$ cat config.mk
export PLATFORM = sky130hd
export DESIGN_NAME = cgm_csr
export DESIGN_NICKNAME = d
export VERILOG_FILES = /design/src/design/cgm_pkg.sv /design/src/design/cgm_csr.sv
export SDC_FILE = /design/constraint.sdc
export NUM_CORES = 2
export LEC_CHECK = 0
export ABC_CLOCK_PERIOD_IN_PS = 12700
export BUFFER_PORTS_ARGS = -buffer_cell sky130_fd_sc_hd__buf_2
export CAP_MARGIN = 0
export CORE_UTILIZATION = 23
export DETAILED_ROUTE_END_ITERATION = 8
export PLACE_DENSITY = 0.43
export SYNTH_ARGS = -nofsm -noshare
export SYNTH_HDL_FRONTEND = slang
export SYNTH_SLANG_ARGS = --single-unit
$ cat constraint.sdc
create_clock -name clock -period 12.7 [get_ports clock]
set_input_delay 0.635 -clock clock [delete_from_list [all_inputs] [get_ports clock]]
set_output_delay 0.635 -clock clock [all_outputs]
set_load 0.05 [all_outputs]
$ cat src/design/cgm_pkg.sv
package cgm_pkg;

   localparam int POS_W      = 16;
   localparam int LEVELS_W   = 11;
   localparam int COUNT_W    = 3;
   localparam int STOP_W     = 40;
   localparam int CHAN_W     = 8;
   localparam int CHANNELS   = 3;
   localparam int STOP_REGS  = 6;
   localparam int CSR_ADDR_W = 3;
   localparam int PROD_W     = POS_W + LEVELS_W;
   localparam int QUOT_STEPS = CHAN_W;

   localparam int MAX_STOPS_DEFAULT     = 6;
   localparam int FRACTION_BITS_DEFAULT = 15;

   localparam logic [CSR_ADDR_W-1:0] REG_LEVELS     = 3'd0;
   localparam logic [CSR_ADDR_W-1:0] REG_STOP_COUNT = 3'd1;
   localparam logic [CSR_ADDR_W-1:0] REG_STOP_ZERO  = 3'd2;

   localparam logic [LEVELS_W-1:0] LEVELS_RESET = 11'd200;
   localparam logic [COUNT_W-1:0]  COUNT_RESET  = 3'd6;

   // position Q1.15 in 39..24, then red, green, blue
   localparam logic [STOP_W-1:0] STOP_RESET [STOP_REGS] = '{
      40'h0000800080,
      40'h199A0000FF,
      40'h333300FFFF,
      40'h4CCD00FF00,
      40'h6666FFFF00,
      40'h8000FF0000
   };

   typedef logic [CHAN_W-1:0] chan_type;
   typedef chan_type [CHANNELS-1:0] rgb_type;   // [0] red, [1] green, [2] blue

   typedef struct packed {
      logic    found;
      rgb_type lo_rgb;
      rgb_type hi_rgb;
   } seg_type;

   function automatic int scaled_width(input int fraction_bits);
      return (PROD_W > LEVELS_W + fraction_bits) ? PROD_W : LEVELS_W + fraction_bits;
   endfunction

   function automatic logic [POS_W-1:0] stop_position(input logic [STOP_W-1:0] stop);
      return stop[STOP_W-1 -: POS_W];
   endfunction

   function automatic rgb_type stop_rgb(input logic [STOP_W-1:0] stop);
      rgb_type rgb;
      for (int c = 0; c < CHANNELS; c++) begin
         rgb[c] = stop[(CHANNELS-1-c)*CHAN_W +: CHAN_W];
      end
      return rgb;
   endfunction

endpackage

$ cat src/design/cgm_csr.sv
module cgm_csr
   import cgm_pkg::*;
#(
   parameter int MAX_STOPS     = MAX_STOPS_DEFAULT,
   parameter int FRACTION_BITS = FRACTION_BITS_DEFAULT,
   localparam int SCALED_W     = scaled_width(FRACTION_BITS)
) (
   input  logic                  clock,
   input  logic                  reset,
   input  logic                  csr_we,
   input  logic [CSR_ADDR_W-1:0] csr_addr,
   input  logic [STOP_W-1:0]     csr_wdata,
   output logic [LEVELS_W-1:0]   lv,
   output logic [COUNT_W-1:0]    n_eff,
   output logic [SCALED_W-1:0]   stop_scaled [MAX_STOPS],
   output rgb_type               stop_color [MAX_STOPS]
);

   logic [LEVELS_W-1:0] levels_ff;
   logic [COUNT_W-1:0]  count_ff;
   logic [STOP_W-1:0]   stop_ff [MAX_STOPS];
   logic [SCALED_W-1:0] scaled_ff [MAX_STOPS];
   logic [SCALED_W-1:0] scaled_in [MAX_STOPS];

   always_ff @(posedge clock) begin
      if (reset) begin
         levels_ff <= LEVELS_RESET;
         count_ff  <= COUNT_RESET;
         for (int i = 0; i < MAX_STOPS; i++) begin
            stop_ff[i] <= STOP_RESET[i];
         end
      end else if (csr_we) begin
         case (csr_addr)
            REG_LEVELS: begin
               levels_ff <= csr_wdata[LEVELS_W-1:0];
            end
            REG_STOP_COUNT: begin
               count_ff <= csr_wdata[COUNT_W-1:0];
            end
            default: begin
               for (int i = 0; i < MAX_STOPS; i++) begin
                  if (csr_addr == REG_STOP_ZERO + CSR_ADDR_W'(i)) begin
                     stop_ff[i] <= csr_wdata;
                  end
               end
            end
         endcase
      end
   end

   assign lv    = (levels_ff == '0) ? LEVELS_W'(1) : levels_ff;
   assign n_eff = (count_ff > COUNT_W'(MAX_STOPS)) ? COUNT_W'(MAX_STOPS) : count_ff;

   // stop positions pre-scaled by the level count
   for (genvar i = 0; i < MAX_STOPS; i++) begin : g_stop
      logic [PROD_W-1:0] prod;
      assign prod         = PROD_W'(stop_position(stop_ff[i])) * PROD_W'(lv);
      assign scaled_in[i] = SCALED_W'(prod);

      always_ff @(posedge clock) begin
         scaled_ff[i] <= scaled_in[i];
      end

      assign stop_scaled[i] = scaled_ff[i];
      assign stop_color[i]  = stop_rgb(stop_ff[i]);
   end

endmodule

* Word-level counts from Yosys, hierarchy flattened *
Memory sizes are Yosys's and may differ from the RTL's.
Cells that the tools add are included.

storage, ports and cells
  bits in registers = 14
  bits in writable memories = 402
  logic and storage cells = 69
  memories = 2

operators by class
  $mul = 6
  $lt $le $gt $ge = 1
  equal/unequal tests = 7
  multiplexer cells = 40
  bitwise operators = 6
  reductions and logical operators = 5

memory list
  memory     words  width  rd ports  clocked after memory_dff  write ports  line           RTL
  stop_ff    6      40     6         0                         6            cgm_csr.sv:21  logic [STOP_W-1:0] stop_ff [MAX_STOPS];
  scaled_ff  6      27     6         0                         6            cgm_csr.sv:22  logic [SCALED_W-1:0] scaled_ff [MAX_STOPS];

operators with widths
  kind                number
  $mux 40             6
  $mul 16x11->27      6
  $mux 1              32
  $eq 3x3->1 const B  4
  $logic_not 11->1    1
  $mux 11             1
  $eq 3x2->1 const B  2
  $or 1x1->1          6
  $reduce_and 2->1    2
  $eq 3x1->1 const B  1
  $gt 3x3->1 const B  1
  $logic_not 3->1     1
  $mux 3              1
  $reduce_or 2->1     1

* Longest topological paths before layout *
  depth after elaboration = 7
  mapped depth = 23
  depth with buffers taken out = 19

* Least setup slack after synthesis *
No wires, ideal clock.

  path type = flip-flop to flip-flop
  from = reg levels_ff[4]
  to = mem scaled_ff[5][26] (netlist name)
  library setup time = 0.127 ns
  data arrival time = 5.335 ns
  path slack = 7.238 ns
  cell stages (with the launch flop) = 21
  path buffers = 3
  period minus slack after synthesis = 5.462 ns
  path through = dfxtp_1 > clkbuf_1 > clkbuf_1 > clkbuf_1 > nand2_1 > fa_1 > fa_1 > fa_1 > inv_1 > fa_1 > inv_1 > fa_1 > inv_1 > ha_1 > and2_1 > or3_1 > o21a_1 > a31o_2 > a31oi_1 > a221oi_1 > xnor2_1

RTL lines
  what                    line           RTL
  from (decl)             cgm_csr.sv:19  logic [LEVELS_W-1:0] levels_ff;
  from (signal assigned)  cgm_csr.sv:35  levels_ff <= csr_wdata[LEVELS_W-1:0];
  to (decl)               cgm_csr.sv:22

==> results.json <==
{
  "rsz0062_at_grt": "no",
  "clock_sinks": 416,
  "period_share_pct": 52.5,
  "drv_slew": 0,
  "clk_pin_slew_worst_paths_ps": 60,
  "ys_ff_latch": 416,
  "cpPeakStageDelay_ps": 870,
  "core_area_um2": 210000,
  "cts.path.max_buffers": 3,
  "wl_per_cell_um": 18.5,
  "status": "complete, no violations",
  "power_mw": 8.14,
  "syn-instance-count": 5038,
  "p_leak_nw": 25.7,
  "dr_total_vias": 33089,
  "yosys.area.top_type": "fa_1",
  "ys_types": 72,
  "stdcell_area_um2": 54200,
  "grt_pass1_vias": 36276,
  "initial_core_util_pct": 23.2,
  "multi_input_area_um2": 32500,
  "ir_drop_uv": 138,
  "crit_type": "flip-flop to flip-flop",
  "fin_util_pct": 25.8,
  "cp_cell_sequence": "buf_4, nand2_1, fa_1, fa_1, fa_1, inv_1, fa_1, inv_1, fa_1, inv_1, ha_1, a21oi_1, o21ai_0, a31oi_1, a21oi_1, a2bb2oi_1, nor4bb_1, or3_1",
  "htreeDepth": 2,
  "cts_setup_buffers": 0,
  "areaGrowthSynthToFinish_pct": 11.6,
  "antenna_found_initial": 28,
  "hold_violations": 0,
  "drv_cap": 0,
  "syn_nets": 6224,
  "ys_seq_area_share_pct": 22.1,
  "worstMarginPinSlew_ps": 1170,
  "seq_area_um2": 10800,
  "slew_headroom_pct": 21.9,
  "synth-edff-count": 240,
  "grt_max_degree": 67,
  "path_max_fanout": 53,
  "die_w_um": 462,
  "insertion_delay_ps": 760,
  "syn_area_um2": 48600,
  "cts_resized": 0,
  "rows": 168,
  "crit_path_top_delay_cell": "dfxtp_4",
  "cp-startpoint": "levels_ff[4]",
  "finalNetCount": 6249,
  "top_usage_layer": "met2",
  "use_met3_pct": 3.88,
  "cp-end-kind": "flip-flop",
  "cp_common_cell": "fa_1",
  "fmax_mhz": 150,
  "hold_start": "csr_wdata[19]",
  "gr-total-overflow": 0,
  "ios": 366,
  "vias_per_cell": 4.17,
  "setup_viol": 0,
  "syn_avg_cell_area_um2": 9.65,
  "fillerInstances": 22795,
  "r2r-start": "levels_ff[4]",
  "synth-main-ff-cell": "edfxtp_1",
  "crit_path_start_kind": "flip-flop",
  "met1_usage_pct": 18.6,
  "gp_congestion": 0.798,
  "use_met2_pct": 21.9,
  "post-dp-hpwl_um": 110000,
  "root_buffer": "clkbuf_16",
  "design.die.area_um2": 213000,
  "tns_ps": 0,
  "yosys-top-cells-area": "fa_1, edfxtp_1, and2_1",
  "grt_pass1_wl_um": 226000,
  "period_minus_slack_ps": 6670,
  "drtPass1Iterations": 5,
  "portBuffers": 365,
  "place_area_um2": 52100,
  "cts_buffers": 60,
  "ctsHoldBuffers": 0,
  "powerDensity_nw_per_um2": 150,
  "yosys.area.top_type_share_pct": 30.9,
  "cp.required_ps": 13340,
  "ant_nets": 0,
  "drt_iter0_drc": 1365,
  "drive_gt1_share_pct": 10.4,
  "skew_ps": 90.0,
  "cts_tree": "built",
  "wl_um": 147000,
  "gr-usage-all-layers_pct": 14.0,
  "worstHoldPathType": "input port to flip-flop",
  "arrival_ps": 7310,
  "async_reset_ff_share_pct": 0,
  "yosysWarningCount": 0,
  "route.detailed.drc": 0,
  "die_y_um": 462
}
==> layout make-up <==
cell class	count	area share (%)
tap	2805	6.47
sequential	416	19.9
clock inverter	47	0.958
antenna	14	0.0646
clock buffer	66	2.83
multi-input combinational	3311	60.0
inverter	881	6.10
timing repair buffer	393	3.76
==> Yosys cell counts, types with 4 or more instances <==
library cell and number:
a211o_1 8, a211oi_1 18, a21o_1 58, a21oi_1 129, a221oi_1 4, a31oi_1 24, and2_1 801, and3_1 18
buf_1 32, buf_4 144, clkbuf_1 252, dfxtp_1 176, edfxtp_1 240, fa_1 750, ha_1 390, inv_1 881
mux2i_1 5, nand2_1 498, nand2b_1 53, nand3_1 30, nand4_1 18, nor2_1 85, nor2b_1 12, nor3_1 23
nor4_1 8, o2111ai_1 4, o211ai_1 11, o21a_1 21, o21ai_0 70, o21ai_1 8, o21bai_1 18, o31ai_1 9
or2_2 4, or3_1 57, xnor2_1 89, xor2_1 36
==> critical path: cells and delay by family (launching register included) <==
family | cells | cell delay (ps)
adder cells (fa/ha/maj) | 6 | 2840
AO/OA/AOI/OAI | 5 | 1360
flip-flops | 1 | 870
buffers and inverters | 4 | 840
AND/OR/NAND/NOR | 3 | 590
==> per-stage QoR <==
| stage | hold WS, ps | setup WS (ps) | cells |
|---|---|---|---|
| floorplan | 436 | 7240 | 5038 |
| global placement | 476 | 6030 | 7806 |
| detailed placement | 482 | 6010 | 7806 |
| CTS | 166 | 5960 | 7919 |
| global route | 209 | 5600 | 7925 |
| finish | 241 | 6030 | 7933 |
==> state kept, by name, summed over array words and instances, names as in the netlist <==
signal / count
count_ff: 3
levels_ff: 11
scaled_ff: 162
stop_ff: 240
==> metal layers <==
layer | part of all wire [%] | routed length, µm
met5 | 0.040 | 58
met4 | 3.1 | 4490
met3 | 7.4 | 10900
met2 | 44 | 64600
met1 | 45 | 66600
==> cells in the final DEF, fill, tap and decap left out, types with 28 or more instances in the layout <==
master     count
nand3_1       29
edfxtp_1     240
fa_1         750
dfxtp_1      166
inv_1        881
nor2_1        82
xor2_1        36
buf_4         28
a21o_1        58
and2_1       801
buf_2        365
o21ai_0       65
a21oi_1      129
nand2b_1      53
ha_1         390
or3_1         57
nand2_1      498
clkbuf_16     60
xnor2_1       89
==> kinds of logic (layout without fill, tap and decap cells) <==
family	Yosys count	after routing	share of synthesized area, %
AOI/OAI and AO/OA	423	423	5.65
xor gates and xnor gates	125	125	2.25
adders and majority gates	1140	1140	40.9
buffers and inverters	1311	1387	11.2
DFF	416	416	22.1
muxes	5	5	0.103
other	0	14	0
and+or+nand+nor	1618	1618	17.7
==> report_power, final <==
group          leakage (nW)  switching (mW)  internal, mW
clock                  1.00           0.772          1.02
sequential             3.82           0.164          1.70
combinational          20.9            2.97          1.52
==> worst paths after layout <==
path | to | slack (ps) | cells past startpoint
setup / recovery | scaled_ff[3][24] | 6030 | 18
setup reg to reg | scaled_ff[3][24] | 6030 | 18
hold reg to reg | count_ff[0] | 500 | 2
hold / removal | stop_ff[4][19] | 240 | 2
No activity file was read; power rests on OpenSTA's default activity.
