**src/design/cgm_pkg.sv**
```systemverilog
package cgm_pkg;

   localparam int POS_W      = 16;
   localparam int LEVELS_W   = 11;
   localparam int COUNT_W    = 3;
   localparam int STOP_W     = 40;
   localparam int CHAN_W     = 8;
   localparam int CHANNELS   = 3;
   localparam int STOP_REGS  = 6;
   localparam int CSR_ADDR_W = 3;
   localparam int PROD_W     = POS_W + LEVELS_W;
   localparam int QUOT_STEPS = CHAN_W;

   localparam int MAX_STOPS_DEFAULT     = 6;
   localparam int FRACTION_BITS_DEFAULT = 15;

   localparam logic [CSR_ADDR_W-1:0] REG_LEVELS     = 3'd0;
   localparam logic [CSR_ADDR_W-1:0] REG_STOP_COUNT = 3'd1;
   localparam logic [CSR_ADDR_W-1:0] REG_STOP_ZERO  = 3'd2;

   localparam logic [LEVELS_W-1:0] LEVELS_RESET = 11'd200;
   localparam logic [COUNT_W-1:0]  COUNT_RESET  = 3'd6;

   // position Q1.15 in 39..24, then red, green, blue
   localparam logic [STOP_W-1:0] STOP_RESET [STOP_REGS] = '{
      40'h0000800080,
      40'h199A0000FF,
      40'h333300FFFF,
      40'h4CCD00FF00,
      40'h6666FFFF00,
      40'h8000FF0000
   };

   typedef logic [CHAN_W-1:0] chan_type;
   typedef chan_type [CHANNELS-1:0] rgb_type;   // [0] red, [1] green, [2] blue

   typedef struct packed {
      logic    found;
      rgb_type lo_rgb;
      rgb_type hi_rgb;
   } seg_type;

   function automatic int scaled_width(input int fraction_bits);
      return (PROD_W > LEVELS_W + fraction_bits) ? PROD_W : LEVELS_W + fraction_bits;
   endfunction

   function automatic logic [POS_W-1:0] stop_position(input logic [STOP_W-1:0] stop);
      return stop[STOP_W-1 -: POS_W];
   endfunction

   function automatic rgb_type stop_rgb(input logic [STOP_W-1:0] stop);
      rgb_type rgb;
      for (int c = 0; c < CHANNELS; c++) begin
         rgb[c] = stop[(CHANNELS-1-c)*CHAN_W +: CHAN_W];
      end
      return rgb;
   endfunction

endpackage

```
**src/design/cgm_blend.sv**
```systemverilog
module cgm_blend
   import cgm_pkg::*;
#(
   parameter int FRACTION_BITS = FRACTION_BITS_DEFAULT,
   localparam int SCALED_W     = scaled_width(FRACTION_BITS),
   localparam int NUM_W        = SCALED_W + CHAN_W
) (
   input  logic                clock,
   input  logic                reset,
   input  logic                en,
   input  logic                in_valid,
   input  seg_type             in_seg,
   input  logic [SCALED_W-1:0] in_d1,
   input  logic [SCALED_W-1:0] in_d2,
   input  logic [SCALED_W-1:0] in_dt,
   output logic                out_valid,
   output logic                out_found,
   output logic [NUM_W-1:0]    out_num [CHANNELS],
   output logic [SCALED_W-1:0] out_dt
);

   logic                v_e_ff, v_f_ff;
   logic                found_e_ff, found_f_ff;
   logic [SCALED_W-1:0] dt_e_ff, dt_f_ff;
   logic [NUM_W-1:0]    p_lo_ff [CHANNELS];
   logic [NUM_W-1:0]    p_hi_ff [CHANNELS];
   logic [NUM_W-1:0]    num_ff  [CHANNELS];
   logic [NUM_W-1:0]    p_lo_in [CHANNELS];
   logic [NUM_W-1:0]    p_hi_in [CHANNELS];

   always_ff @(posedge clock) begin
      if (reset) begin
         v_e_ff <= 1'b0;
         v_f_ff <= 1'b0;
      end else if (en) begin
         v_e_ff <= in_valid;
         v_f_ff <= v_e_ff;
      end
   end

   for (genvar c = 0; c < CHANNELS; c++) begin : g_chan
      assign p_lo_in[c] = NUM_W'(in_seg.lo_rgb[c]) * NUM_W'(in_d2);
      assign p_hi_in[c] = NUM_W'(in_seg.hi_rgb[c]) * NUM_W'(in_d1);

      // sum stays below 256 * dt
      always_ff @(posedge clock) begin
         if (en) begin
            p_lo_ff[c] <= p_lo_in[c];
            p_hi_ff[c] <= p_hi_in[c];
            num_ff[c]  <= p_lo_ff[c] + p_hi_ff[c];
         end
      end

      assign out_num[c] = num_ff[c];
   end

   always_ff @(posedge clock) begin
      if (en) begin
         found_e_ff <= in_seg.found;
         found_f_ff <= found_e_ff;
         dt_e_ff    <= in_dt;
         dt_f_ff    <= dt_e_ff;
      end
   end

   assign out_valid = v_f_ff;
   assign out_found = found_f_ff;
   assign out_dt    = dt_f_ff;

endmodule

```
**config.mk**
```make
export PLATFORM = sky130hd
export DESIGN_NAME = cgm_blend
export DESIGN_NICKNAME = d
export VERILOG_FILES = /design/src/design/cgm_pkg.sv /design/src/design/cgm_blend.sv
export SDC_FILE = /design/constraint.sdc
export NUM_CORES = 2
export LEC_CHECK = 0
export ABC_AREA = 1
export BUFFER_PORTS_ARGS = -buffer_cell sky130_fd_sc_hd__buf_2
export CAP_MARGIN = 25
export CORE_MARGIN = 2
export CORE_UTILIZATION = 45
export CTS_CLUSTER_DIAMETER = 60
export DETAILED_ROUTE_END_ITERATION = 12
export PLACE_DENSITY = 0.68
export RECOVER_POWER = 50
export SETUP_SLACK_MARGIN = 0.2
export SYNTH_ARGS = -nofsm -noshare
export SYNTH_HDL_FRONTEND = slang
export SYNTH_SLANG_ARGS = --single-unit
```
**constraint.sdc**
```tcl
create_clock -name clock -period 5.05 [get_ports clock]
set_input_delay 0.7575 -clock clock [delete_from_list [all_inputs] [get_ports clock]]
set_output_delay 0.7575 -clock clock [all_outputs]
set_load 0.02 [all_outputs]
```
# ---- Word-level counts from Yosys, hierarchy flattened
# Memory sizes are Yosys's and may differ from the RTL's.
# Index checks and enable logic that the tools add are counted.
dict set report totals {
  mem_bits_rw 315
  mem_count 3
  elab_cells 20
  input_bits 134
  ff_bits 58
  output_inout_bits 134
}
# name depth word_bits rd rd_ports_with_merged_regs write_ports line
set memory_table {}
lappend memory_table {num_ff 3 35 3 0 3 cgm_blend.sv:27} ;# logic [NUM_W-1:0] num_ff [CHANNELS];
lappend memory_table {p_hi_ff 3 35 3 0 3 cgm_blend.sv:26} ;# logic [NUM_W-1:0] p_hi_ff [CHANNELS];
lappend memory_table {p_lo_ff 3 35 3 0 3 cgm_blend.sv:25} ;# logic [NUM_W-1:0] p_lo_ff [CHANNELS];
dict set report classes {
  addsub 3
  n_mux 2
  multipliers 6
}
# op count
set ops {}
lappend ops {{$mul A8 B27 Y35} 6}
lappend ops {{$add A35 B35 Y35} 3}
lappend ops {{$mux W1} 2}

# ---- Longest topological paths before layout
dict set report logic_depth {
  ltp_word 2
  mapped_depth 23
  mapped_depth_nobuf 21
}

# ---- Worst setup path before layout
# Ideal clock, no wire load.
dict set report synth_path {
  path_kind {input-to-reg}
  from {input port in_seg[34] (netlist bit)}
  to {memory p_lo_ff[0][69] (netlist bit) (data pin)}
  setup_time_ns 0.252
  required_time_ns 4.798
  cell_stages 21
  path_buffers 2
  path_slack_ns 0.174
  arrival_time_ns 4.624
  cell_sequence {clkbuf_1 clkbuf_1 nand2_1 fa_1 fa_1 inv_1 fa_1 inv_1 fa_1 inv_1 ha_1 a21oi_1 nor2_1 nor2_2 nand2_2 nand2_1 nand2_2 nand2_1 nand2_1 nand2_1 nand2_1}
}
# element line
set synth_lines {}
lappend synth_lines {{start: declaration} cgm_blend.sv:12} ;# input seg_type in_seg,
lappend synth_lines {{end: declaration} cgm_blend.sv:25}

==> impl_summary.log <==
INFO  metric outcome = finished, violations left
INFO  metric violations = max-capacitance violations, max-slew violations
INFO  metric postLayoutCellArea = 71,400 sq um
INFO  metric layout_min_cycle_time = 4690 ps
INFO  metric netlist_top_cells_area = sky130_fd_sc_hd__fa_1, sky130_fd_sc_hd__edfxtp_1, sky130_fd_sc_hd__nand2_1
INFO  metric num-fill-cells = 13,800
INFO  metric cts.htree.levels = 2
INFO  metric detailedPlacementHpwl = 153 mm
INFO  metric route.antenna.remaining_nets = 0
INFO  metric track_usage = 26.1%
INFO  metric timing_hold_violations_final = 0
INFO  metric die_w = 379 microns
INFO  metric leakagePower = 43.4 nW
INFO  metric syn_nets = 10,200
INFO  metric critPathArrivalTime = 5040 ps
INFO  metric cts_root_buf = sky130_fd_sc_hd__clkbuf_16
INFO  metric max-slew-margin-rel = -90.4%
INFO  metric core_outline_area = 140,000 sq um
INFO  metric flow.area_growth_from_synthesis = 12.7%
INFO  metric drt_pass1_iterations = 6
INFO  metric hold_removal_path_class = in -> reg
INFO  metric mean_instance_size_in_the_synthesized_netlist = 7.27 sq um
INFO  metric start_kind = input pin
INFO  metric detail_route.drc_violations = 0
INFO  metric clk_skew = 24.3 ps
INFO  metric timing.final.setup_violations = 0
INFO  metric synthTopCellsByCount = sky130_fd_sc_hd__nand2_1, sky130_fd_sc_hd__inv_1, sky130_fd_sc_hd__fa_1
INFO  metric placedCellCount = 11,000
INFO  metric numCtsBuffers = 45
INFO  metric maxSlewViolCount = 278
INFO  metric grt-ovfl-total = 0
INFO  metric power-per-cell-area = 644 nW/um^2
INFO  metric synth_sequential_area_ratio = 17.7%
INFO  metric dr_total_vias = 54,600
INFO  metric grt_antenna_before_repair = 9
INFO  metric die_y = 379 microns
INFO  metric ys_dominant_reg_cell = sky130_fd_sc_hd__edfxtp_1
INFO  metric synthDistinctLibCells = 31
INFO  metric post_synth_inst_count = 8,707
INFO  metric initial_utilization = 45.4%
INFO  metric synth_top_area_share = 28.5%
INFO  metric finish.net_count = 10,600
INFO  metric synth.ff_latch_count = 373
INFO  metric grt_start_max_net_pins = 109
INFO  metric wire_per_inst = 16.7 microns
INFO  metric gpl.final_weighted_congestion = 0.973
INFO  metric clock_insertion_delay_worst_skew = 600 ps
INFO  metric cp.required = 5410 ps
INFO  metric via_count_of_the_first_global_routing_pass = 56,400
INFO  metric yosysWarnings = 0
INFO  metric cts_tree = built
INFO  metric cp_max_fo = 12
INFO  metric boundaryPins = 268
INFO  metric syn_std_cell_area = 63,300 sq um
INFO  metric finalWirelength = 185 mm
INFO  metric sink_count_of_the_clock_tree = 373
INFO  metric post_cts_setup_inserts = 0
INFO  metric first_iter_violations = 3,585
INFO  metric worst_slew_pin_slew = 2860 ps
INFO  metric drive_above_1_share = 8.67%
INFO  metric dieArea = 144,000 sq um
INFO  metric worst-setup-path-type = in -> reg
INFO  metric cts.reportedPaths.clkPinSlew = 70 ps
INFO  metric worst_setup_path_end_kind = flop
INFO  metric synth_enable_flop_cells = 371
INFO  metric fin_cells = 11,100
INFO  metric post-synth-top-area-cell = sky130_fd_sc_hd__fa_1
INFO  metric fmax = 0.213 GHz
INFO  metric final.period_utilization = 92.8%
INFO  metric ir_worst_vdd = 0.409 mV
INFO  metric dp_area = 70,000 sq um
INFO  metric max_cap_viol_count = 3
INFO  metric grt_pass1_wl = 296 mm
INFO  metric placementRows = 137
INFO  metric ctsResizeCount = 0
INFO  metric via_per_inst = 4.93
INFO  metric asyncSetResetFlopFracSynth = 0%
INFO  metric place.port_buffers = 267
INFO  metric rsz0062_at_grt = false
INFO  metric post-synth-top-count-cell = sky130_fd_sc_hd__nand2_1
INFO  metric cts-root-to-sink-buffers = 3
INFO  metric hold_buffers = 0
==> worst max-delay path: stages <==
cell and delay, ps:
sky130_fd_sc_hd__clkbuf_1 700, sky130_fd_sc_hd__nand2_1 160, sky130_fd_sc_hd__fa_1 500, sky130_fd_sc_hd__fa_1 490, sky130_fd_sc_hd__inv_1 50, sky130_fd_sc_hd__fa_1 490
sky130_fd_sc_hd__inv_1 50, sky130_fd_sc_hd__fa_1 480, sky130_fd_sc_hd__inv_1 50, sky130_fd_sc_hd__ha_1 330, sky130_fd_sc_hd__a21oi_1 250, sky130_fd_sc_hd__nor2_1 70
sky130_fd_sc_hd__nor2_1 120, sky130_fd_sc_hd__nand2_1 120, sky130_fd_sc_hd__nand2_1 70, sky130_fd_sc_hd__nand2_1 80, sky130_fd_sc_hd__nand2_1 90, sky130_fd_sc_hd__nand2_1 50
sky130_fd_sc_hd__nand2_1 60, sky130_fd_sc_hd__nand2_1 70
==> worst paths after layout <==
path,start,endpoint,slack [ps],cells after the start
hold / removal,reset,v_e_ff$_SDFFE_PP0P_,320,2
setup reg to reg,p_lo_ff[0][70]$_DFFE_PP_,num_ff[0][98]$_DFFE_PP_,2650,13
hold reg to reg,dt_e_ff[18]$_DFFE_PP_,out_dt[18]$_DFFE_PP_,420,0
setup / recovery,in_d1[0],p_hi_ff[0][100]$_DFFE_PP_,360,20
==> cells by family after synthesis <==
kind of cell	share of synthesized area, %
AOI/OAI and AO/OA	4.83
DFF	17.7
buffers and inverters	16.4
and+or+nand+nor	22.0
adders and majority gates	37.1
xor gates and xnor gates	2.10
==> routing by layer <==
layer	share of wire (%)	GRT usage (%)	vias up
li1	-	-	26300
met1	41	32.9	26300
met2	49	46.3	1655
met3	6.5	3.75	340
met4	3.1	7.82	8
met5	0.026	0	-
==> where the power goes <==
part | internal [mW] | switching [mW]
logic | 13.0 | 22.7
clock network | 1.88 | 1.41
registers | 6.16 | 0.862
total | 21.0 | 24.9
==> state kept, by name, summed over array words and instances, names as in the netlist <==
| register | cells |
|---|---|
| p_hi_ff | 105 |
| p_lo_ff | 105 |
| found_e_ff | 1 |
| out_valid | 1 |
| v_e_ff | 1 |
| out_dt | 27 |
| out_found | 1 |
| dt_e_ff | 27 |
| num_ff | 105 |
==> cell type report <==
cell class                 count  area, sq um  area share, %
multi-input combinational   5573        41800           58.5
sequential                   373        11200           15.7
clock buffer                  52         1150           1.61
inverter                    2509         9420           13.2
clock inverter                27          324          0.454
antenna                        2         5.00        0.00701
timing repair buffer         657         5180           7.25
tap                         1876         2350           3.29
==> cells in the final DEF (no fill, tap or decap), drive strengths merged, types with 5 or more instances in the layout <==
| cell type | n |
|---|---|
| nor2 | 417 |
| nand3b | 7 |
| nor3 | 73 |
| ha | 432 |
| buf | 648 |
| a21oi | 341 |
| o21bai | 19 |
| clkbuf | 61 |
| clkinv | 12 |
| edfxtp | 371 |
| o21ai | 212 |
| xnor2 | 26 |
| inv | 2520 |
| a21o | 6 |
| nand4 | 52 |
| nand3 | 205 |
| a31oi | 5 |
| nand2 | 2740 |
| xor2 | 126 |
| fa | 903 |
| o211ai | 5 |
==> metrics by stage <==
step,utilization (%),setup TNS [ps],hold slack (ps),power (mW),setup WS (ps)
6_report,51.1,0,322,45.9,363
5_1_grt,51.1,0,300,50.5,127
4_1_cts,51.2,0,287,46.0,471
3_5_place_dp,50.1,-1840,405,42.4,-167
3_3_place_gp,50.1,-655,401,42.2,-147
2_1_floorplan,-,0,400,29.2,201
(Power assumes the default switching activity.)
