<file path="config.mk">
export PLATFORM = sky130hd
export DESIGN_NAME = cgm_div
export DESIGN_NICKNAME = d
export VERILOG_FILES = /design/src/design/cgm_pkg.sv /design/src/design/cgm_div.sv
export SDC_FILE = /design/constraint.sdc
export NUM_CORES = 2
export LEC_CHECK = 0
export BUFFER_PORTS_ARGS = -buffer_cell sky130_fd_sc_hd__buf_2
export CAP_MARGIN = 20
export CORE_ASPECT_RATIO = 1.4
export CORE_UTILIZATION = 60
export CTS_CLUSTER_SIZE = 20
export DETAILED_ROUTE_END_ITERATION = 8
export PLACE_DENSITY = 0.77
export SETUP_SLACK_MARGIN = 0.3
export SYNTH_ARGS = -nofsm -noshare
export SYNTH_HDL_FRONTEND = slang
export SYNTH_SLANG_ARGS = --single-unit
</file>
<file path="constraint.sdc">
create_clock -name clock -period 4.3 [get_ports clock]
set_clock_uncertainty 0.1 [all_clocks]
set_input_delay 0.43 -clock clock [delete_from_list [all_inputs] [get_ports clock]]
set_output_delay 0.43 -clock clock [all_outputs]
set_load 0.05 [all_outputs]
</file>
<file path="src/design/cgm_pkg.sv">
package cgm_pkg;

   localparam int POS_W      = 16;
   localparam int LEVELS_W   = 11;
   localparam int COUNT_W    = 3;
   localparam int STOP_W     = 40;
   localparam int CHAN_W     = 8;
   localparam int CHANNELS   = 3;
   localparam int STOP_REGS  = 6;
   localparam int CSR_ADDR_W = 3;
   localparam int PROD_W     = POS_W + LEVELS_W;
   localparam int QUOT_STEPS = CHAN_W;

   localparam int MAX_STOPS_DEFAULT     = 6;
   localparam int FRACTION_BITS_DEFAULT = 15;

   localparam logic [CSR_ADDR_W-1:0] REG_LEVELS     = 3'd0;
   localparam logic [CSR_ADDR_W-1:0] REG_STOP_COUNT = 3'd1;
   localparam logic [CSR_ADDR_W-1:0] REG_STOP_ZERO  = 3'd2;

   localparam logic [LEVELS_W-1:0] LEVELS_RESET = 11'd200;
   localparam logic [COUNT_W-1:0]  COUNT_RESET  = 3'd6;

   // position Q1.15 in 39..24, then red, green, blue
   localparam logic [STOP_W-1:0] STOP_RESET [STOP_REGS] = '{
      40'h0000800080,
      40'h199A0000FF,
      40'h333300FFFF,
      40'h4CCD00FF00,
      40'h6666FFFF00,
      40'h8000FF0000
   };

   typedef logic [CHAN_W-1:0] chan_type;
   typedef chan_type [CHANNELS-1:0] rgb_type;   // [0] red, [1] green, [2] blue

   typedef struct packed {
      logic    found;
      rgb_type lo_rgb;
      rgb_type hi_rgb;
   } seg_type;

   function automatic int scaled_width(input int fraction_bits);
      return (PROD_W > LEVELS_W + fraction_bits) ? PROD_W : LEVELS_W + fraction_bits;
   endfunction

   function automatic logic [POS_W-1:0] stop_position(input logic [STOP_W-1:0] stop);
      return stop[STOP_W-1 -: POS_W];
   endfunction

   function automatic rgb_type stop_rgb(input logic [STOP_W-1:0] stop);
      rgb_type rgb;
      for (int c = 0; c < CHANNELS; c++) begin
         rgb[c] = stop[(CHANNELS-1-c)*CHAN_W +: CHAN_W];
      end
      return rgb;
   endfunction

endpackage

</file>
<file path="src/design/cgm_div.sv">
module cgm_div
   import cgm_pkg::*;
#(
   parameter int FRACTION_BITS = FRACTION_BITS_DEFAULT,
   localparam int SCALED_W     = scaled_width(FRACTION_BITS),
   localparam int NUM_W        = SCALED_W + CHAN_W
) (
   input  logic                clock,
   input  logic                reset,
   input  logic                en,
   input  logic                in_valid,
   input  logic                in_found,
   input  logic [NUM_W-1:0]    in_num [CHANNELS],
   input  logic [SCALED_W-1:0] in_dt,
   output logic                out_valid,
   output rgb_type             out_rgb,
   output logic                out_beyond
);

   // restoring division, one quotient bit per stage, msb first
   logic                v_ff     [QUOT_STEPS];
   logic                found_ff [QUOT_STEPS];
   logic [SCALED_W-1:0] dt_ff    [QUOT_STEPS];
   logic [NUM_W-1:0]    rem_ff   [QUOT_STEPS][CHANNELS];
   rgb_type             q_ff     [QUOT_STEPS];

   logic                stg_v     [QUOT_STEPS+1];
   logic                stg_found [QUOT_STEPS+1];
   logic [SCALED_W-1:0] stg_dt    [QUOT_STEPS+1];
   logic [NUM_W-1:0]    stg_rem   [QUOT_STEPS+1][CHANNELS];
   rgb_type             stg_q     [QUOT_STEPS+1];

   logic [NUM_W-1:0]    rem_in    [QUOT_STEPS][CHANNELS];
   rgb_type             q_in      [QUOT_STEPS];

   assign stg_v[0]     = in_valid;
   assign stg_found[0] = in_found;
   assign stg_dt[0]    = in_dt;
   assign stg_q[0]     = '0;
   for (genvar c = 0; c < CHANNELS; c++) begin : g_head
      assign stg_rem[0][c] = in_num[c];
   end

   for (genvar s = 0; s < QUOT_STEPS; s++) begin : g_step
      localparam int BIT = QUOT_STEPS - 1 - s;
      logic [NUM_W-1:0] divisor;

      assign divisor = NUM_W'(stg_dt[s]) << BIT;

      always_comb begin
         q_in[s] = stg_q[s];
         for (int c = 0; c < CHANNELS; c++) begin
            if (stg_rem[s][c] >= divisor) begin
               rem_in[s][c]   = stg_rem[s][c] - divisor;
               q_in[s][c][BIT] = 1'b1;
            end else begin
               rem_in[s][c] = stg_rem[s][c];
            end
         end
      end

      always_ff @(posedge clock) begin
         if (reset) begin
            v_ff[s] <= 1'b0;
         end else if (en) begin
            v_ff[s] <= stg_v[s];
         end
      end

      always_ff @(posedge clock) begin
         if (en) begin
            found_ff[s] <= stg_found[s];
            dt_ff[s]    <= stg_dt[s];
            q_ff[s]     <= q_in[s];
            for (int c = 0; c < CHANNELS; c++) begin
               rem_ff[s][c] <= rem_in[s][c];
            end
         end
      end

      assign stg_v[s+1]     = v_ff[s];
      assign stg_found[s+1] = found_ff[s];
      assign stg_dt[s+1]    = dt_ff[s];
      assign stg_q[s+1]     = q_ff[s];
      for (genvar c = 0; c < CHANNELS; c++) begin : g_rem
         assign stg_rem[s+1][c] = rem_ff[s][c];
      end
   end

   assign out_valid  = stg_v[QUOT_STEPS];
   assign out_beyond = !stg_found[QUOT_STEPS];
   assign out_rgb    = stg_found[QUOT_STEPS] ? stg_q[QUOT_STEPS] : '0;

endmodule

</file>
---- After elaboration in Yosys (flattened, before gate mapping) ----
Memories as Yosys holds them, arrays and structs flattened.
Index checks and enable logic that the tools add are counted.
word-level totals
  bits in registers ....................... 0
  memory bits (writable) .................. 1264
  logic and storage cells ................. 125
  memories kept ........................... 5
memories
  name      depth  width  read ports  clocked after memory_dff  wr ports  line           text
  rem_ff    8      105    7           0                         8         cgm_div.sv:24  logic [NUM_W-1:0] rem_ff [QUOT_STEPS][CHANNELS];
  dt_ff     8      27     7           0                         8         cgm_div.sv:23  logic [SCALED_W-1:0] dt_ff [QUOT_STEPS];
  q_ff      8      24     8           0                         8         cgm_div.sv:25  rgb_type q_ff [QUOT_STEPS];
  found_ff  8      1      8           0                         8         cgm_div.sv:22  logic found_ff [QUOT_STEPS];
  v_ff      8      1      8           0                         8         cgm_div.sv:21  logic v_ff [QUOT_STEPS];
operators by class
  add/sub/neg operators ................... 24
  magnitude comparators ................... 24
  mux-type cells .......................... 63
  bitwise gates (word level) .............. 8
  reduce and logical (&&, ||, !) cells .... 1
operator list
  kind                                              number
  35-bit two-way mux                                24
  35-bit by 27-bit >= comparator with 1-bit output  3
  35-bit by 28-bit >= comparator with 1-bit output  3
  35-bit by 29-bit >= comparator with 1-bit output  3
  35-bit by 30-bit >= comparator with 1-bit output  3
  35-bit by 31-bit >= comparator with 1-bit output  3
  35-bit by 32-bit >= comparator with 1-bit output  3
  35-bit by 33-bit >= comparator with 1-bit output  3
  35-bit by 34-bit >= comparator with 1-bit output  3
  35-bit by 27-bit subtractor with 35-bit output    3
  35-bit by 28-bit subtractor with 35-bit output    3
  35-bit by 29-bit subtractor with 35-bit output    3
  35-bit by 30-bit subtractor with 35-bit output    3
  35-bit by 31-bit subtractor with 35-bit output    3
  35-bit by 32-bit subtractor with 35-bit output    3
  35-bit by 33-bit subtractor with 35-bit output    3
  35-bit by 34-bit subtractor with 35-bit output    3
  1-bit two-way mux                                 38
  24-bit two-way mux                                1
  1-bit bitwise OR                                  8
  1-bit zero test                                   1

---- Longest topological paths before layout ----
  word-level depth ........................ 4
  mapped depth ............................ 16
  mapped depth without buffers ............ 14

---- Worst setup path before layout ----
OpenSTA, ideal clock, no wires.
  path kind ............................... reg2reg
  start ................................... memory rem_ff[3][3] (netlist name)
  end ..................................... memory rem_ff[4][21] (netlist name) (data pin)
  setup time .............................. 0.260 ns
  data arrival time ....................... 3.389 ns
  required time ........................... 3.940 ns
  slack ................................... 0.551 ns
  stages on the path, launching flop included .. 15
  path through ............................ edfxtp_1 inv_1 ha_1 inv_1 fa_1 a211oi_1 o21bai_1 o31ai_1 o41ai_1 a221oi_1 o21ai_0 a31oi_1 o211ai_2 buf_2 mux2_2
RTL lines
  item             line
  start, declared  cgm_div.sv:24

==> impl_metrics.env <==
export IMPL_cp_start_kind="flip-flop"
export IMPL_post_route_period_util_pct=93.14
export IMPL_synth_edf_count=1048
export IMPL_syn_instance_count=6973
export IMPL_maxCapViolCount=0
export IMPL_hpwl_mm=182.0
export IMPL_cts_buffers=101
export IMPL_dp_slack_ns=-0.07804
export IMPL_rsz0062_at_grt="yes"
export IMPL_overflow=0
export IMPL_crit_path_start="dt_ff[3][0]"
export IMPL_die_x_um=291.8
export IMPL_post_place_cells=8772
export IMPL_pwr_share_clk_pct=17.8
export IMPL_drive_gt1_share_pct=12.45
export IMPL_final_cell_count_no_fill=9138
export IMPL_synthSimpleGateAreaFrac_pct=13.04
export IMPL_syn_area_um2=70530
export IMPL_core_rowCount=148
export IMPL_max_vdd_ir_drop_v=0.0003875
export IMPL_synth_flop_cell="edfxtp_1"
export IMPL_leakagePower_uw=0.03330
export IMPL_grt_first_pass_wirelength_mm=333.8
export IMPL_worstPathArrival_ns=4.39
export IMPL_synth_adder_area_share_pct=12.09
export IMPL_grt_usage_pct=37.32
export IMPL_worstHoldStart="in_num[8]"
export IMPL_clockBufferDepth=3
export IMPL_port_buffers=162
export IMPL_cp_end_kind="flip-flop"
export IMPL_timing_hold_violations_final=0
export IMPL_dieArea_um2=118900
export IMPL_cp_required_ns=4.69
export IMPL_chipHeight_um=407.7
export IMPL_cts_sinks=1048
export IMPL_ios=163
export IMPL_seq_area_frac_synth_pct=44.62
export IMPL_powerDensity_nw_per_um2=651.2
export IMPL_path_max_fanout=6
export IMPL_core_area_um2=116500
export IMPL_drt_iter0_drc=3977
export IMPL_gp_congestion=1.073
export IMPL_crit_type="flip-flop to flip-flop"
export IMPL_synth_top_area_cell="edfxtp_1"
export IMPL_switchingPower_uw=21010
export IMPL_synth_distinct_cells=86
export IMPL_synth_async_reset_ratio_pct=0
export IMPL_syn_num_nets=7779
export IMPL_final_max_slew_viol_count=0
export IMPL_synth_area_top_cells="edfxtp_1 45%, ha_1 11%, a21oi_1 4.9%, xnor2_1 4.0%, o21ai_0 3.8%"
export IMPL_status="completed"
export IMPL_wl_per_cell_um=25.10
export IMPL_grt_start_max_net_pins=116
export IMPL_p_int_uw=31990
export IMPL_syn_to_final_growth_pct=15.39
export IMPL_htreeDepth=3
export IMPL_switching_share_pct=39.64
export IMPL_cts_tree="done"
export IMPL_start_util_pct=60.55
export IMPL_synth_compound_area_share_pct=18.55
export IMPL_yosysTopAreaCellShare_pct=44.62
export IMPL_tightest_slew_ns=1.114
export IMPL_synth_xor_xnor_area_share_pct=6.668
export IMPL_synthMuxAreaShare_pct=1.990
export IMPL_nNetsFinal=8352
export IMPL_max_freq_ghz=0.2497
export IMPL_root_buffer="clkbuf_16"
export IMPL_routed_wl_mm=229.4
export IMPL_clk_pin_slew_ns=0.07
export IMPL_pwr_share_comb_pct=48.7
export IMPL_ys_ff_latch=1048
export IMPL_avgViaCountPerCell=6.295
export IMPL_fin_ws_ns=0.2949
export IMPL_worstHoldPathType="input pin to flip-flop"
export IMPL_relSlewSlack_pct=25.49
export IMPL_post_route_min_period_ns=4.005
export IMPL_ant_nets=0
export IMPL_whs_ns=0.05250
export IMPL_remaining_drc_errors=0
export IMPL_grt_pass1_vias=58410
export IMPL_syn_mean_instance_area_um2=10.11
export IMPL_antenna_found_initial=9
export IMPL_synth_top_family_by_area="compound AO/OA/AOI/OAI gates"
export IMPL_r2r_start="dt_ff[3][0]"
export IMPL_yosys_warnings=0
export IMPL_postLayoutCoreUtil_pct=69.88
export IMPL_clock_latency_ns=0.74
export IMPL_seq_power_share_pct=33.5
export IMPL_setup_viol=0
export IMPL_r2r_slack_ns=0.29
export IMPL_drt_pass1_iter_count=6
export IMPL_num_vias=57530
cell usage after synthesis, types with 39 or more instances:
master	instances
a21oi_1	694
inv_1	393
a31oi_1	55
nor4_1	46
nor2_1	530
nand4_1	101
nand3_1	116
or3_1	39
a211oi_1	67
xnor2_1	321
nor3_1	92
o21a_1	62
nor2b_1	85
ha_1	648
nand2_1	572
mux2_2	106
o31ai_1	53
edfxtp_1	1048
o21bai_1	73
o21ai_0	538
and3_1	48
clkbuf_1	140
nand2b_1	92
a21o_1	309
xor2_1	216
and2_1	70
cells by family (layout without fill, tap and decap cells):
kind of cell,after synthesis,in the layout
other,0,7
muxes,123,123
buffers and inverters,560,1218
adders and majority gates,669,669
xor gates and xnor gates,537,537
AOI/OAI and AO/OA,2119,2119
and+or+nand+nor,1917,1917
DFF,1048,1048
layer usage:
metal | up-vias | wire length (um) | GRT usage [%] | share of wire (%)
met5 | - | 0 | 0 | 0
met2 | 2282 | 116400 | 68.28 | 51
met4 | 0 | 29560 | 39.56 | 13
met1 | 27200 | 73370 | 34.47 | 32
li1 | 27140 | - | - | -
met3 | 912 | 10080 | 4.152 | 4.4
critical path, stage by stage (launching register included):
cell and delay, ns:
edfxtp_1 0.38, buf_6 0.12, buf_4 0.10, ha_2 0.17, inv_1 0.06, fa_2 0.43, a211oi_4 0.26, o21ai_2 0.09
and4_4 0.21, o211ai_1 0.15, buf_4 0.16, a31o_4 0.18, a31oi_4 0.10, nand2b_4 0.16, buf_4 0.13, nor4_4 0.36
clkbuf_16 0.25, mux2_2 0.33
final timing paths:
check                        to  cells past startpoint
setup reg to reg  rem_ff[4][74]                     17
setup / recovery  rem_ff[4][74]                     17
hold / removal     rem_ff[0][8]                      4
hold reg to reg     q_ff[1][93]                      0
layout by cell type (no fill, tap or decap), types with 101 or more instances in the layout:
cell type	count
xor2_1	216
mux2_2	106
ha_1	643
clkbuf_16	111
edfxtp_1	1048
dlygate4sd3_1	129
nor2_1	517
buf_4	296
o21ai_0	515
a21oi_1	685
a21o_1	309
xnor2_1	320
nand2_1	572
inv_1	388
buf_2	161
nand3_1	116
nand4_1	101
registers in the layout, indices dropped and copies added, names as in the netlist:
signal / cells
dt_ff: 189
found_ff: 8
q_ff: 108
rem_ff: 735
v_ff: 8
power by group through the flow:
stage               Sequential, uW  Combinational (uW)  Clock [uW]
floorplan                    16800               17400           0
global placement             17800               23900           0
detailed placement           17800               24400           0
CTS                          17600               24800        9540
global route                 17900               27900        9910
finish                       17700               25800        9450
final cells by class:
class / count / area (um2)
clock inverter: 68 / 875.8
multi-input combinational: 5365 / 37740
inverter: 393 / 1475
sequential: 1048 / 31470
antenna: 7 / 17.52
timing repair buffer: 637 / 5313
fill: 8465 / 35090
clock buffer: 120 / 2620
tap: 1500 / 1877
metrics by stage:
stage	area [um2]	setup TNS (ns)	power, uW
finish	81390	0	53000
global route	81380	0	55760
global placement	75430	-0.03804	41650
CTS	80370	0	51920
detailed placement	75430	-0.07804	42200
floorplan	70530	0	34180
what timing repair did:
action,4_1_cts,5_1_grt
hold endpoints to repair,129,0
gates cloned,1,11
pin swaps,4,34
buffers inserted,2,28
setup endpoints to repair,132,271
hold buffers,129,0
resized for setup,32,137
(Power assumes the default switching activity.)
