===== src/design/cgm_pkg.sv =====
package cgm_pkg;

   localparam int POS_W      = 16;
   localparam int LEVELS_W   = 11;
   localparam int COUNT_W    = 3;
   localparam int STOP_W     = 40;
   localparam int CHAN_W     = 8;
   localparam int CHANNELS   = 3;
   localparam int STOP_REGS  = 6;
   localparam int CSR_ADDR_W = 3;
   localparam int PROD_W     = POS_W + LEVELS_W;
   localparam int QUOT_STEPS = CHAN_W;

   localparam int MAX_STOPS_DEFAULT     = 6;
   localparam int FRACTION_BITS_DEFAULT = 15;

   localparam logic [CSR_ADDR_W-1:0] REG_LEVELS     = 3'd0;
   localparam logic [CSR_ADDR_W-1:0] REG_STOP_COUNT = 3'd1;
   localparam logic [CSR_ADDR_W-1:0] REG_STOP_ZERO  = 3'd2;

   localparam logic [LEVELS_W-1:0] LEVELS_RESET = 11'd200;
   localparam logic [COUNT_W-1:0]  COUNT_RESET  = 3'd6;

   // position Q1.15 in 39..24, then red, green, blue
   localparam logic [STOP_W-1:0] STOP_RESET [STOP_REGS] = '{
      40'h0000800080,
      40'h199A0000FF,
      40'h333300FFFF,
      40'h4CCD00FF00,
      40'h6666FFFF00,
      40'h8000FF0000
   };

   typedef logic [CHAN_W-1:0] chan_type;
   typedef chan_type [CHANNELS-1:0] rgb_type;   // [0] red, [1] green, [2] blue

   typedef struct packed {
      logic    found;
      rgb_type lo_rgb;
      rgb_type hi_rgb;
   } seg_type;

   function automatic int scaled_width(input int fraction_bits);
      return (PROD_W > LEVELS_W + fraction_bits) ? PROD_W : LEVELS_W + fraction_bits;
   endfunction

   function automatic logic [POS_W-1:0] stop_position(input logic [STOP_W-1:0] stop);
      return stop[STOP_W-1 -: POS_W];
   endfunction

   function automatic rgb_type stop_rgb(input logic [STOP_W-1:0] stop);
      rgb_type rgb;
      for (int c = 0; c < CHANNELS; c++) begin
         rgb[c] = stop[(CHANNELS-1-c)*CHAN_W +: CHAN_W];
      end
      return rgb;
   endfunction

endpackage


===== src/design/cgm_locate.sv =====
module cgm_locate
   import cgm_pkg::*;
#(
   parameter int MAX_STOPS     = MAX_STOPS_DEFAULT,
   parameter int FRACTION_BITS = FRACTION_BITS_DEFAULT,
   localparam int SCALED_W     = scaled_width(FRACTION_BITS),
   localparam int IDX_W        = $clog2(MAX_STOPS)
) (
   input  logic                clock,
   input  logic                reset,
   input  logic                en,
   input  logic                in_valid,
   input  logic [POS_W-1:0]    in_position,
   input  logic [LEVELS_W-1:0] lv,
   input  logic [COUNT_W-1:0]  n_eff,
   input  logic [SCALED_W-1:0] stop_scaled [MAX_STOPS],
   input  rgb_type             stop_color [MAX_STOPS],
   output logic                out_valid,
   output seg_type             out_seg,
   output logic [SCALED_W-1:0] out_d1,
   output logic [SCALED_W-1:0] out_d2,
   output logic [SCALED_W-1:0] out_dt
);

   logic                v_a_ff, v_b_ff, v_c_ff, v_d_ff;
   logic [POS_W-1:0]    pos_a_ff;
   logic [PROD_W-1:0]   prod_b_ff;
   logic [PROD_W-1:0]   prod_in;
   logic [SCALED_W-1:0] point_c_ff;
   logic [IDX_W-1:0]    idx_c_ff;
   logic                found_c_ff;
   seg_type             seg_d_ff;
   logic [SCALED_W-1:0] d1_d_ff, d2_d_ff, dt_d_ff;

   logic [PROD_W-1:0]   lvl_raw;
   logic [LEVELS_W-1:0] lv_m1;
   logic [LEVELS_W-1:0] level;
   logic [SCALED_W-1:0] point_in;
   logic [MAX_STOPS-1:0] hit;
   logic [IDX_W-1:0]    idx_in;

   logic [IDX_W-1:0]    prev_idx;
   logic [SCALED_W-1:0] hi, lo_raw, lo;
   seg_type             seg_in;

   always_ff @(posedge clock) begin
      if (reset) begin
         v_a_ff <= 1'b0;
         v_b_ff <= 1'b0;
         v_c_ff <= 1'b0;
         v_d_ff <= 1'b0;
      end else if (en) begin
         v_a_ff <= in_valid;
         v_b_ff <= v_a_ff;
         v_c_ff <= v_b_ff;
         v_d_ff <= v_c_ff;
      end
   end

   // stage a: position times level count
   assign prod_in = PROD_W'(pos_a_ff) * PROD_W'(lv);

   // stage b: clamp level, compare against scaled stops
   assign lvl_raw  = prod_b_ff >> FRACTION_BITS;
   assign lv_m1    = lv - LEVELS_W'(1);
   assign level    = (lvl_raw > PROD_W'(lv_m1)) ? lv_m1 : lvl_raw[LEVELS_W-1:0];
   assign point_in = SCALED_W'(level) << FRACTION_BITS;

   for (genvar i = 0; i < MAX_STOPS; i++) begin : g_hit
      assign hit[i] = (COUNT_W'(i) < n_eff) && (stop_scaled[i] > point_in);
   end

   always_comb begin
      idx_in = '0;
      for (int i = MAX_STOPS - 1; i >= 0; i--) begin
         if (hit[i]) begin
            idx_in = IDX_W'(i);
         end
      end
   end

   // stage c: segment ends and distances
   always_comb begin
      prev_idx      = (idx_c_ff == '0) ? '0 : idx_c_ff - IDX_W'(1);
      hi            = stop_scaled[idx_c_ff];
      lo_raw        = (idx_c_ff == '0) ? '0 : stop_scaled[prev_idx];
      lo            = (lo_raw > point_c_ff) ? point_c_ff : lo_raw;
      seg_in.found  = found_c_ff;
      seg_in.lo_rgb = stop_color[prev_idx];
      seg_in.hi_rgb = stop_color[idx_c_ff];
   end

   always_ff @(posedge clock) begin
      if (en) begin
         pos_a_ff   <= in_position;
         prod_b_ff  <= prod_in;
         point_c_ff <= point_in;
         idx_c_ff   <= idx_in;
         found_c_ff <= |hit;
         seg_d_ff   <= seg_in;
         d1_d_ff    <= point_c_ff - lo;
         d2_d_ff    <= hi - point_c_ff;
         dt_d_ff    <= hi - lo;
      end
   end

   assign out_valid = v_d_ff;
   assign out_seg   = seg_d_ff;
   assign out_d1    = d1_d_ff;
   assign out_d2    = d2_d_ff;
   assign out_dt    = dt_d_ff;

endmodule


===== config.mk =====
export PLATFORM = sky130hd
export DESIGN_NAME = cgm_locate
export DESIGN_NICKNAME = d
export VERILOG_FILES = /design/src/design/cgm_pkg.sv /design/src/design/cgm_locate.sv
export SDC_FILE = /design/constraint.sdc
export NUM_CORES = 1
export LEC_CHECK = 0
export BUFFER_PORTS_ARGS = -buffer_cell sky130_fd_sc_hd__buf_4
export CAP_MARGIN = 40
export CORE_MARGIN = 2
export CORE_UTILIZATION = 55
export DETAILED_ROUTE_END_ITERATION = 6
export PLACE_DENSITY = 0.81
export REMOVE_ABC_BUFFERS = 1
export SETUP_SLACK_MARGIN = 0.1
export SLEW_MARGIN = 20
export SYNTH_ARGS = -nofsm -noshare
export SYNTH_HDL_FRONTEND = slang
export SYNTH_SLANG_ARGS = --single-unit

===== constraint.sdc =====
create_clock -name clock -period 12.6 [get_ports clock]
set_input_delay 2.52 -clock clock [delete_from_list [all_inputs] [get_ports clock]]
set_output_delay 2.52 -clock clock [all_outputs]
set_load 0.005 [all_outputs]

# --- Word-level counts from Yosys, hierarchy flattened ---
# Index checks and enable logic that the tools add are counted.
classes:
  n_addsub: 5
  multipliers: 1
  n_lt_le_gt_ge: 16
  muxes: 21
  bitwise: 2
  n_reduce_logical: 10
op_table:
  columns: ["operator", "count"]
  rows:
  - ["$gt A27 B26 Y1", 7]
  - ["$bmux W27 S3", 2]
  - ["$mux W27", 6]
  - ["$bmux W24 S3", 2]
  - ["$mux W24", 4]
  - ["$mul A16 B11 Y27", 1]
  - ["$sub A26 B27 Y27", 1]
  - ["$sub A27 B26 Y27", 1]
  - ["$sub A27 B27 Y27", 1]
  - ["$gt A12 B11 Y1", 1]
  - ["$mux W11", 1]
  - ["$sub A11 B1 Y11 const B", 1]
  - ["$mux W3", 3]
  - ["$ge A4 B4 Y1 const B", 2]
  - ["$not A3 Y4", 2]
  - ["$logic_and A1 B1 Y1", 6]
  - ["$lt A1 B3 Y1 const A", 2]
  - ["$lt A2 B3 Y1 const A", 2]
  - ["$lt A3 B3 Y1 const A", 2]
  - ["$reduce_or A6 Y1", 1]
  - ["$mux W2", 2]
  - ["$reduce_or A4 Y1", 1]
  - ["$logic_not A3 Y1", 1]
  - ["$sub A3 B1 Y3 const B", 1]
  - ["2 further kinds", 2]
word_totals:
  regBits: 192
  in_bits: 340
  out_inout_bits: 131
  wordCells: 76

# --- Logic depth before layout (Yosys ltp) ---
depth:
  ltp_word: 10
  ltp_mapped: 45
  mapped_depth_nobuf: 29

# --- Worst setup path after synthesis ---
# No wires, ideal clock.
synth_path:
  path_type: "register to register"
  from: "reg idx_c_ff[0]"
  to: "reg dt_d_ff[16] (netlist: out_dt[16]), data pin"
  setup_time_ns: 0.272
  arrival_ns: 8.996
  t_required_ns: 12.328
  slack_ns: 3.332
  stages_incl_launch_ff: 42
  path_buffers: 15
  period_less_slack_ns: 9.268
  path_cell_list: "edfxtp_1 clkbuf_1 buf_4 buf_2 buf_2 clkbuf_1 buf_2 buf_2 buf_2 buf_1 or2_2 inv_1 ha_1 clkbuf_1 buf_1 clkbuf_1 nor2_1 buf_2 [... 6 more ...] nor4_1 nand4_1 a21boi_1 buf_2 nor2b_1 inv_1 ha_1 nor2b_1 o21ai_0 a21boi_0 o21a_1 o211a_1 o21a_1 o21ai_0 nand2b_1 a21oi_1 mux2i_1 or4_1"
synth_via:
  elab_chain_cells: 10
  elab_cells_between_ends: 15
  classes_between: "add/sub (2); order compare (1); mux (9); bitwise (2); reduce/logical (1)"
synth_lines:
  columns: ["item", "line", "source"]
  rows:
  - ["start, declared", "cgm_locate.sv:30", "logic [IDX_W-1:0] idx_c_ff;"]
  - ["start signal, assigned", "cgm_locate.sv:98", "idx_c_ff <= idx_in;"]
  - ["$sub A3 B1 Y3 or $logic_not A3 Y1 (tied branches)", "cgm_locate.sv:84, cgm_locate.sv:86", null]
  - ["$mux W3", "cgm_locate.sv:84", "prev_idx = (idx_c_ff == '0) ? '0 : idx_c_ff - IDX_W'(1);"]
  - ["$not A3 Y4 (implied by the code)", "cgm_locate.sv:86", "lo_raw = (idx_c_ff == '0) ? '0 : stop_scaled[prev_idx];"]
  - ["$bmux W27 S3", "cgm_locate.sv:86", null]
  - ["$mux W27 (implied by the code) (2 in series)", "cgm_locate.sv:86", null]
  - ["$mux W27", "cgm_locate.sv:86", null]
  - ["$gt A27 B26 Y1", "cgm_locate.sv:87", "lo = (lo_raw > point_c_ff) ? point_c_ff : lo_raw;"]
  - ["$mux W27", "cgm_locate.sv:87", null]
  - ["$sub A27 B27 Y27 (*)", "cgm_locate.sv:103", "dt_d_ff <= hi - lo;"]
  - ["end signal, assigned", "cgm_locate.sv:103", null]
  - ["end, declared", "cgm_locate.sv:33", "logic [SCALED_W-1:0] d1_d_ff, d2_d_ff, dt_d_ff;"]
# Every way passes the cells marked *; elsewhere a longest branch is shown, timed or not. The select of a mux whose other input is x is not followed.
# A chain may end at the register's enable or synchronous reset.

# --- Worst setup path in the final report ---
layout_path:
  from: "reg idx_c_ff[0]"
  to: "reg dt_d_ff[25] (netlist: out_dt[25]), data pin"
# The elaborated chain is that of the path after synthesis.

==> summary.md <==
| Metric | Value |
|---|---|
| R2R Path End | `out_dt[25]` |
| Top cell type's share of synthesized area | `24.8%` |
| Final critical-path share of the clock period | `67.0%` |
| Met1 GRT Util | `49.6%` |
| Placed Area | `24800 µm²` |
| Drt first pass iters | `7` |
| Synth area leaders | `edfxtp_1 25%, fa_1 12%, ha_1 11%` |
| Status | `finished, final reports clean` |
| Post-synth top area cell | `edfxtp_1` |
| Top Usage Layer GRT | `met2` |
| Number of standard cells after synthesis | `2131` |
| Die X | `199 µm` |
| Starting Density | `55.7%` |
| Fin cells | `3051` |
| Routed Antenna Nets | `0` |
| YS warnings | `0` |
| Clock transition at the registers of the reported paths | `0.08 ns` |
| Core footprint | `37600 µm²` |
| Port buffer count | `470` |
| Dominant synthesized flop cell | `edfxtp_1` |
| Syn avg cell area | `9.82 µm²` |
| Syn-to-layout area delta | `21.7%` |
| Min Clock Period, post-route | `8.44 ns` |
| CP required | `12.84 ns` |
| R2R depth | `28` |
| Sequential fraction of the synthesis area | `25.2%` |
| Cts repair resizes | `0` |
| DR DRC count | `0` |
| Total power | `5.89 mW` |
| Fin. Hold Viols | `0` |
| Via count of the routed design | `19.6k` |
| GR Util met3 | `12.7%` |
| Worst-Margin Slew | `1.09 ns` |
| CP Capture Type | `register` |
| Vias in the first global route | `19.5k` |
| Most common cell in the netlist | `nand2_1` |
| Worst-skew pair later-pin latency | `0.49 ns` |
| Peak VDD IR | `0.000167 V` |
| Skew final | `0.0238 ns` |
| Routing usage on met2 | `64.1%` |
| Global placer's final weighted congestion | `1.06` |
| Setup repair bufs after CTS | `0` |
| Max-cap viol count | `0` |
| Final setup viols | `0` |
| Fmax | `118 MHz` |
| Dpl hpwl | `62800 µm` |
| Critical path arrival | `8.69 ns` |
| CTS Buf Count | `17` |
| Fin. max-slew vios | `0` |
| Simple logic cell fraction of the synthesized area | `15.6%` |
| Initial DRC Count | `2258` |
| Number of synthesized flops with an enable pin | `173` |
| CTS H-tree depth | `4` |
| CTS sink cnt | `177` |
| Synth unique cells | `87` |
| CTS tree | `built` |
| WHS Path Cells | `0` |
| Nets | `3178` |
| RSZ-0062 raised after global routing | `false` |
| Layout cells sized above 1 | `26.1%` |
| Min Hold Slack | `0.410 ns` |
| Total Wirelength | `79800 µm` |
| Hold Path Sink | `out_seg[48]` |
| Largest family of logic cells by synthesized area | `adder cells` |
| Die area | `39600 µm²` |
| Filler Cells Inserted | `2955` |
| Commonest cells post-synth | `264 x nand2_1, 189 x ha_1, 182 x inv_1` |
| Async SR Flop Fraction | `0%` |
| Die height | `199 µm` |
| Root buffer cell | `clkbuf_16` |
| Hold wc startpoint | `found_c_ff` |
| Register bit total from synthesis | `177` |
| RR Startpoint | `idx_c_ff[0]` |
| Worst reg2reg setup slack | `4.16 ns` |
| Global-route wire length before repair | `117000 µm` |
| Pwr dens | `232 nW/µm²` |
| Pin count of the biggest net entering global routing | `144` |
| Slew HR | `27.5%` |
| Final worst slack | `4.16 ns` |
| Critical path class | `register to register` |
| Compound-Gate Fraction of Synth Area | `12.6%` |
| Wirelength per Cell | `26.2 µm` |
| Layout Cell Area excl Fill | `25500 µm²` |
| CTS Buffer Depth | `2` |
| I/O pin cnt | `471` |
| Worst Path Max Fanout | `49` |
| Inst Count DP | `3010` |
| Startpoint types | `register` |
| Post-synthesis adder-cell area fraction | `23.6%` |
| Final Util | `67.7%` |
| CTS Hold Bufs | `0` |
| GRT Total Usage | `40.2%` |
| Initial antenna violation count | `9` |
| P_leak | `11.3 nW` |
| Gr ovfl total | `0` |
| Hold Crit Class | `register to register` |
| Crit path max-delay cell type | `edfxtp_1` |
| DP Worst Slack | `4.08 ns` |
| Synth Cell Area | `20900 µm²` |
| Setup TNS Final | `0 ns` |
| XOR/XNOR share of the synthesized area | `3.00%` |
| Rows | `71` |
| Post-synthesis mux area share | `14.3%` |
| CP peak stage delay | `0.79 ns` |
| Post-DR vias/cell | `6.43` |
==> power by group <==
group	internal (mW)	switching, mW	total (mW)
registers	1.03	0.106	1.14
logic	1.83	2.37	4.20
clock network	0.294	0.258	0.552
total	3.16	2.73	5.89
==> metal layers <==
| metal | vias up | part of all wire [%] |
|---|---|---|
| met5 | - | 0.18 |
| met4 | 14 | 5.5 |
| met3 | 335 | 13 |
| met2 | 1319 | 47 |
| met1 | 9479 | 35 |
| li1 | 8470 | - |
==> worst max-delay path by stage <==
stage | start | endpoint | slack [ns] | cells after the start
2_1_floorplan | idx_c_ff[0] | out_dt[16] | -3.50 | 23
3_3_place_gp | stop_scaled[24] | out_dt[25] | 4.22 | 23
3_5_place_dp | idx_c_ff[0] | out_dt[25] | 4.08 | 27
4_1_cts | idx_c_ff[0] | out_dt[25] | 4.06 | 27
5_1_grt | idx_c_ff[0] | out_dt[25] | 3.61 | 28
6_report | idx_c_ff[0] | out_dt[25] | 4.16 | 28
==> registers in the layout, summed over array words and instances (netlist names) <==
register and cells:
v_c_ff 1, pos_a_ff 16, out_dt 27, v_a_ff 1
out_valid 1, v_b_ff 1, idx_c_ff 3, prod_b_ff 12
found_c_ff 1, out_d2 27, out_seg 49, out_d1 27
point_c_ff 11
==> cells in the final DEF, fill, tap and decap left out, types with 16 or more instances in the layout <==
cell and count:
fa_1 126, nand3_1 26, nor3_1 28, edfxtp_1 173, mux4_2 86, xor2_1 22
nand2_1 264, nand2b_1 27, mux2i_1 76, and3_1 16, nor4_1 18, nand3b_1 22
ha_1 188, inv_1 182, a21o_1 29, mux2_2 27, clkbuf_16 17, and2_1 69
a21oi_1 116, nor2_1 120, a311oi_1 16, nor2b_1 17, o21ai_0 102, buf_4 485
o21a_1 23, xnor2_1 47
==> critical path, delay by kind of cell, from the launching register on <==
kind / cells / cell delay (ns)
buffers and inverters: 5 / 1.06
flip-flops: 1 / 0.79
AND/OR/NAND/NOR: 8 / 2.33
multiplexers: 1 / 0.37
adder cells (fa/ha/maj): 3 / 0.88
XOR/XNOR: 1 / 0.12
AO/OA/AOI/OAI: 10 / 2.60
==> layout make-up <==
cell class              count  area [µm²]  area share [%]
multi-input cells        1650       14500            57.0
flip-flops and latches    177        5280            20.7
diodes                      4        10.0          0.0393
well taps                 511         639            2.51
repair buffers            493        3760            14.8
clock buffers              21         440            1.73
inverters                 184         691            2.71
clock inverters            11         128           0.501
==> kinds of logic after synthesis <==
group | Yosys count
buf+inv | 304
flops | 177
simple gates | 667
fa+ha+maj | 320
mux | 189
xor+xnor | 70
compound gates | 404
Power figures use the tool's default switching activity.
